### src/rtl/tvvd_pkg.sv
// ----------------------------------------------------------------------------
// Track voxel density package
// Shared types, codes and default dimensions for the voxel density block.
// ----------------------------------------------------------------------------
package tvvd_pkg;

    localparam int DefDimX      = 64;
    localparam int DefDimY      = 64;
    localparam int DefDimZ      = 64;
    localparam int DefCountBits = 16;

    localparam int CoordW  = 16;
    localparam int ReadW   = 6;
    localparam int OffW    = 10;
    localparam int VoxW    = 11;
    localparam int OutW    = 16;

    localparam logic [OffW-1:0] OffXReset = 10'd181;
    localparam logic [OffW-1:0] OffYReset = 10'd217;
    localparam logic [OffW-1:0] OffZReset = 10'd181;

    localparam logic [1:0] CfgOffX = 2'd0;
    localparam logic [1:0] CfgOffY = 2'd1;
    localparam logic [1:0] CfgOffZ = 2'd2;

    typedef enum logic [1:0] {
        OP_ADD   = 2'd0,
        OP_READ  = 2'd1,
        OP_CLEAR = 2'd2,
        OP_NOP   = 2'd3
    } t_op;

    // Classified request handed from the front part to the back part.
    typedef struct packed {
        t_op              op;
        logic             first;
        logic             oor;
        logic [VoxW-1:0]  vx;
        logic [VoxW-1:0]  vy;
        logic [VoxW-1:0]  vz;
    } t_cmd;

    // Truncate a Q12.4 value toward zero and subtract it from an offset.
    function automatic logic signed [17:0] voxel_index(input logic [OffW-1:0] off,
                                                       input logic [CoordW-1:0] c);
        logic signed [CoordW-1:0] s;
        logic signed [CoordW-1:0] mag;
        logic signed [CoordW-1:0] t;
        begin
            s   = $signed(c);
            mag = s[CoordW-1] ? -s : s;
            t   = mag >>> 4;
            if (s[CoordW-1]) begin
                t = -t;
            end
            voxel_index = $signed({8'd0, off}) - 18'(s[CoordW-1] ? -$signed({1'b0, mag[CoordW-1:4]})
                                                 : $signed({1'b0, t[CoordW-5:0]}));
        end
    endfunction

endpackage

### src/rtl/tvvd_front.sv
// ----------------------------------------------------------------------------
// Track voxel density front end
// Accepts requests, computes voxel indices and range flags, queues commands.
// ----------------------------------------------------------------------------
module tvvd_front
    import tvvd_pkg::*;
#(
    parameter int DIM_X = DefDimX,
    parameter int DIM_Y = DefDimY,
    parameter int DIM_Z = DefDimZ
) (
    input  logic              i_clk,
    input  logic              i_rst_n,
    input  logic              i_valid,
    output logic              o_ready,
    input  logic [1:0]        i_mode,
    input  logic              i_first_point,
    input  logic [CoordW-1:0] i_coord_x,
    input  logic [CoordW-1:0] i_coord_y,
    input  logic [CoordW-1:0] i_coord_z,
    input  logic [ReadW-1:0]  i_read_x,
    input  logic [ReadW-1:0]  i_read_y,
    input  logic [ReadW-1:0]  i_read_z,
    input  logic [OffW-1:0]   i_off_x,
    input  logic [OffW-1:0]   i_off_y,
    input  logic [OffW-1:0]   i_off_z,
    output logic              o_cmd_valid,
    output t_cmd              o_cmd,
    input  logic              i_cmd_ready
);

    // Two-entry queue.
    t_cmd        r_q [2];
    logic        r_wp, n_wp, r_rp, n_rp;
    logic [1:0]  r_cnt, n_cnt;
    t_cmd        w_cmd;
    logic signed [17:0] w_ix, w_iy, w_iz;
    logic        w_push, w_pop;

    always_comb begin
        w_ix = voxel_index(i_off_x, i_coord_x);
        w_iy = voxel_index(i_off_y, i_coord_y);
        w_iz = voxel_index(i_off_z, i_coord_z);
        w_cmd.op    = t_op'(i_mode);
        w_cmd.first = i_first_point;
        if (t_op'(i_mode) == OP_READ) begin
            w_cmd.vx  = VoxW'(i_read_x);
            w_cmd.vy  = VoxW'(i_read_y);
            w_cmd.vz  = VoxW'(i_read_z);
            w_cmd.oor = (32'(i_read_x) >= DIM_X) || (32'(i_read_y) >= DIM_Y)
                     || (32'(i_read_z) >= DIM_Z);
        end else begin
            w_cmd.vx  = w_ix[VoxW-1:0];
            w_cmd.vy  = w_iy[VoxW-1:0];
            w_cmd.vz  = w_iz[VoxW-1:0];
            w_cmd.oor = w_ix < 0 || w_ix >= 18'(DIM_X) || w_iy < 0 || w_iy >= 18'(DIM_Y)
                     || w_iz < 0 || w_iz >= 18'(DIM_Z);
        end
    end

    assign o_ready     = (r_cnt != 2'd2);
    assign o_cmd_valid = (r_cnt != 2'd0);
    assign o_cmd       = r_q[r_rp];
    assign w_push      = i_valid && o_ready;
    assign w_pop       = o_cmd_valid && i_cmd_ready;

    always_comb begin
        n_wp  = r_wp ^ w_push;
        n_rp  = r_rp ^ w_pop;
        n_cnt = r_cnt + 2'(w_push) - 2'(w_pop);
    end

    always_ff @(posedge i_clk) begin
        if (!i_rst_n) begin
            r_wp  <= 1'b0;
            r_rp  <= 1'b0;
            r_cnt <= 2'd0;
        end else begin
            r_wp  <= n_wp;
            r_rp  <= n_rp;
            r_cnt <= n_cnt;
        end
        if (w_push) begin
            r_q[r_wp] <= w_cmd;
        end
    end

endmodule

### config.mk
export PLATFORM = sky130hd
export DESIGN_NAME = tvvd_front
export DESIGN_NICKNAME = d
export VERILOG_FILES = /design/src/rtl/tvvd_pkg.sv /design/src/rtl/tvvd_front.sv
export SDC_FILE = /design/constraint.sdc
export NUM_CORES = 1
export LEC_CHECK = 0
export ABC_AREA = 1
export BUFFER_PORTS_ARGS = -buffer_cell sky130_fd_sc_hd__buf_2
export CAP_MARGIN = 40
export CORE_ASPECT_RATIO = 1.75
export CORE_UTILIZATION = 61
export DETAILED_ROUTE_END_ITERATION = 7
export PLACE_DENSITY = 0.87
export SLEW_MARGIN = 20
export SYNTH_ARGS = -nofsm -noshare
export SYNTH_HDL_FRONTEND = slang
export SYNTH_SLANG_ARGS = --single-unit
### constraint.sdc
create_clock -name i_clk -period 8.3 [get_ports i_clk]
set_clock_uncertainty 0.1 [all_clocks]
set_input_delay 1.245 -clock i_clk [delete_from_list [all_inputs] [get_ports i_clk]]
set_output_delay 1.245 -clock i_clk [all_outputs]
set_load 0.02 [all_outputs]
==> impl.org <==
** Outcome
- The run finished with clean final reports.

** Drt
- Number of violations reported at the end of detailed-routing iteration 0 :: 282
- First-pass iteration count of the detailed router :: 5
- Ratio of routed vias to standard cells :: 5.26
- Final wirelength :: 15.5 mm
- Remaining routing DRC violations :: 0
- Via total after detailed routing :: 6464
- ANT nets after route :: 0
- In the final routed layout, each cell accounts on average for 12.6 microns.

** Yosys
- Post-synthesis share of cell area spent on xor and xnor gates :: 5.22%
- Register bit count reported by yosys :: 79
- The portion of synthesized area spent on multiplexers is 5.91%.
- Of the total synthesized cell area, the portion taken by AND, OR, NAND and NOR gates is 33.1%.
- Averaged over all synthesized cells, the footprint is 7.40 sq um.
- Count of flip-flops with a built-in enable after synthesis :: 74
- Share of async-settable or async-resettable flops after synthesis :: 0%
- Largest family of logic cells by synthesized area :: simple AND/OR/NAND/NOR gates
- Synthesized Nets :: 1096
- Sequential fraction of the synthesis area :: 32.9%
- Post-synthesis compound-gate area fraction :: 6.03%
- Cell count after synthesis :: 953
- Synthesized cell area :: 7050 sq um
- In this run the biggest area consumer among cell types represents 31.5% of the synthesized area.
- Yosys mapped the design onto 39 distinct sky130hd cell types.
- In the post-synthesis netlist, the biggest area contributors are sky130_fd_sc_hd__edfxtp_1 (32%), sky130_fd_sc_hd__nand2_1 (12%), sky130_fd_sc_hd__inv_1 (7.5%).
- Among all flip-flop cells after synthesis, the most frequent one is sky130_fd_sc_hd__edfxtp_1.
- Post-Synth Adder-Cell Area :: 7.42%
- The largest total area in the synthesized netlist belongs to sky130_fd_sc_hd__edfxtp_1.
- Yosys warnings :: 0

** STA
- Setup repair after global routing left no endpoint under its margin.
- Timing-limited maximum frequency :: 210 MHz
- Actual slew at the worst max-slew pin :: 0.532 ns
- On the final layout, the worst hold slack is 0.402 ns.
- For the finished layout, the period the worst path requires is 4.75 ns.
- The final critical path takes up 57.2% of the cycle.
- Final setup violating endpoints :: 0
- Total negative slack :: 0 ns
- Worst-case headroom to the max-slew limit :: 64.5%
- The total count of max-transition violations in the final report was 0.
- Worst path setup slack after routing :: 3.55 ns
- Hold Vio Cnt, Final :: 0

** Setup path
- The setup path with the least slack is of type in -> reg.
- CP startpoint kind :: input port
- Worst path required time :: 8.28 ns
- Highest net fanout along the worst path :: 27
- Critical path data arrival time :: 4.73 ns
- Nature of the critical path endpoint :: flip-flop

** Floorplanning
- DIE AREA :: 12000 sq um
- The floorplan has 51 rows.
- Ports :: 142
- The floorplan step set the die width to 83.3 microns.
- For this configuration, the core starts out at a cell density of 63.2%.
- Area inside the core boundary :: 11200 sq um
- The die is 144 microns tall.

** Final layout
- Antenna diode instance count :: 0
- The post-route netlist has 24.1% of its cells at a drive strength greater than 1.
- Signed area change from the synthesized netlist to the final layout :: 16.6%
- Once layout is complete, the cells apart from fillers number 1228.
- Number of filler instances in the final layout :: 871
- Final net count :: 1234
- Total non-filler cell area in the finished layout :: 8220 sq um

** CTS
- Count of instances resized after the clock tree is built :: 0
- Post-CTS timing repair inserted 0 buffers for setup.
- The later pin in the worst-skew pair is clocked with a latency of 0.33 ns.
- Clock-pin slew was measured on the worst setup and hold paths at 0.06 ns.
- Number of hold-repair buffers added at the cts stage :: 0
- Maximum level of the CTS H-tree :: 3
- Clock tree synthesis selected as its root buffer the cell sky130_fd_sc_hd__clkbuf_16.
- No sink is reached through more buffers than the 2 on the longest clock path.
- Counting every sink on the clock net gives 79.
- Number of buffers added by the clock tree synthesis step :: 9
- Clock tree from TritonCTS :: built

** Placement
- Summed over all nets, the half-perimeter wirelength after detailed placement is 12.6 mm.
- Counting tap cells, the placed design contains a total of 1212 instances.
- Final estimated routing congestion in global placement :: 0.926
- Placement-stage cell area :: 7920 sq um
- Pre-CTS setup slack :: 3.25 ns
- The count of buffers added on input and output ports is 141.

** Power
- Clk pwr share :: 22.3%
- Net switching is 36.9% of the power.
- Share of power burned in registers :: 32.9%
- The analysis attributes to cell leakage a power of 0.00413 uW.
- The worst-case IR drop observed on VDD is 0.000261 V.
- Cell internal pwr :: 1140 uW
- Net switching power of the design :: 664 uW
- Combinational power share :: 44.7%
- Power density normalized to cell area :: 219 nW/um^2

** Global routing
- First-pass GRT wire length :: 25.5 mm
- The via count of the first global-routing pass came to 6012.
- GRT Util Overall :: 26.0%
- Entering global routing, the biggest net connects 32 pins.
- Global route overflow :: 0
- The initial antenna violation count came to 0.

** Worst hold path
- Class of the tightest hold or removal check :: reg -> reg

** Flow run
- Max-cap viol count :: 0
## power by group through the flow
stage / clock [uW] / sequential (uW) / combinational [uW]
after detailed placement: 0 / 602 / 804
after global placement: 0 / 611 / 748
after floorplan: 0 / 584 / 583
final: 403 / 594 / 805
after CTS: 405 / 595 / 808
after global routing: 423 / 601 / 890
## cells in the mapped netlist, drive strengths merged (2+ instances only)
cell type and number:
edfxtp 74, nand3b 6, xor2 29, nand4 13, or2 2, nor2 128
mux2 37, o21bai 3, inv 145, a21oi 30, xnor2 13, o21ai 37
ha 37, dfxtp 5, clkbuf 8, buf 10, fa 3, nand3 101
nand2 263, and2 2, o211ai 2
## area by class of cell
cell class | count | area [sq um] | share of cell area (%)
Clock buffer | 11 | 233 | 2.83
Clock inverter | 5 | 73.8 | 0.898
Inverter | 145 | 544 | 6.62
Multi-Input combinational cell | 711 | 4080 | 49.7
Sequential cell | 79 | 2320 | 28.3
Tap cell | 132 | 165 | 2.01
Timing Repair Buffer | 145 | 801 | 9.74
## routing by layer
layer	share of wire, %	GRT usage, %	vias up
met2	54	51.3	151
met5	0	0	-
met4	1.6	8.89	0
met1	40	28.7	2927
met3	3.6	2.68	19
li1	-	-	3367
## critical path: stages
cell                      delay, ns
sky130_fd_sc_hd__buf_2         0.39
sky130_fd_sc_hd__nand2_2       0.19
sky130_fd_sc_hd__xor2_1        0.21
sky130_fd_sc_hd__inv_1         0.07
sky130_fd_sc_hd__ha_1          0.21
sky130_fd_sc_hd__nand3_1       0.10
sky130_fd_sc_hd__nor2_1        0.07
sky130_fd_sc_hd__nor2_1        0.11
sky130_fd_sc_hd__xor2_1        0.15
sky130_fd_sc_hd__inv_1         0.05
sky130_fd_sc_hd__ha_1          0.34
sky130_fd_sc_hd__a21oi_1       0.24
sky130_fd_sc_hd__o21ai_0       0.15
sky130_fd_sc_hd__nand2_1       0.12
sky130_fd_sc_hd__nand3_1       0.10
sky130_fd_sc_hd__nand2_1       0.09
sky130_fd_sc_hd__nand3_1       0.10
sky130_fd_sc_hd__nor2_1        0.10
sky130_fd_sc_hd__nand2_1       0.06
sky130_fd_sc_hd__nor2_1        0.12
sky130_fd_sc_hd__nand2_1       0.06
sky130_fd_sc_hd__nor2_1        0.09
sky130_fd_sc_hd__nand3_1       0.07
sky130_fd_sc_hd__nor2_1        0.09
sky130_fd_sc_hd__nand3_1       0.07
sky130_fd_sc_hd__nand2_1       0.06
sky130_fd_sc_hd__inv_1         0.05
## registers in the layout, indices dropped and copies added, names as in the netlist, named ones only
| register | flops |
|---|---|
| r_cnt | 2 |
| r_q | 74 |
| r_wp | 1 |
| r_rp | 1 |
## metrics by stage
step                power, uW  util (%)
floorplan                1170         -
global placement         1360      70.0
detailed placement       1410      70.9
CTS                      1810      73.6
global route             1910      73.6
finish                   1800      73.6
## worst paths after layout
path	start	endpoint	slack [ns]	cells after the start
worst max register to register	r_cnt[0]	r_q[1][12]	6.62	6
worst min-delay path	r_cnt[1]	r_cnt[1]	0.40	2
worst max-delay path	i_coord_z[15]	r_q[1][33]	3.55	27
worst min register to register	r_cnt[1]	r_cnt[1]	0.40	2
## cells by family (layout without fill, tap and decap cells)
family | after synthesis | in the layout
adder cells (fa/ha/maj) | 40 | 40
XOR/XNOR | 42 | 42
flip-flops | 79 | 79
AND/OR/NAND/NOR | 516 | 516
AO/OA/AOI/OAI | 76 | 76
buffers and inverters | 163 | 306
multiplexers | 37 | 37
## layout by cell type, fill, tap and decap left out, types with 3 or more instances in the layout
cell,count
sky130_fd_sc_hd__edfxtp_1,74
sky130_fd_sc_hd__buf_2,141
sky130_fd_sc_hd__clkbuf_16,9
sky130_fd_sc_hd__nand2_2,30
sky130_fd_sc_hd__o21ai_0,32
sky130_fd_sc_hd__nor2_1,109
sky130_fd_sc_hd__nor2_4,10
sky130_fd_sc_hd__nor2_2,9
sky130_fd_sc_hd__nand3b_1,6
sky130_fd_sc_hd__inv_2,4
sky130_fd_sc_hd__a21oi_1,29
sky130_fd_sc_hd__nand4_1,13
sky130_fd_sc_hd__nand2_1,232
sky130_fd_sc_hd__inv_1,141
sky130_fd_sc_hd__ha_1,35
sky130_fd_sc_hd__xor2_1,29
sky130_fd_sc_hd__nand3_1,94
sky130_fd_sc_hd__xnor2_1,13
sky130_fd_sc_hd__dfxtp_1,4
sky130_fd_sc_hd__o21ai_1,3
sky130_fd_sc_hd__nand3_2,7
sky130_fd_sc_hd__mux2_2,37
sky130_fd_sc_hd__fa_1,3
Note: power is estimated with default switching activity, not from simulation.
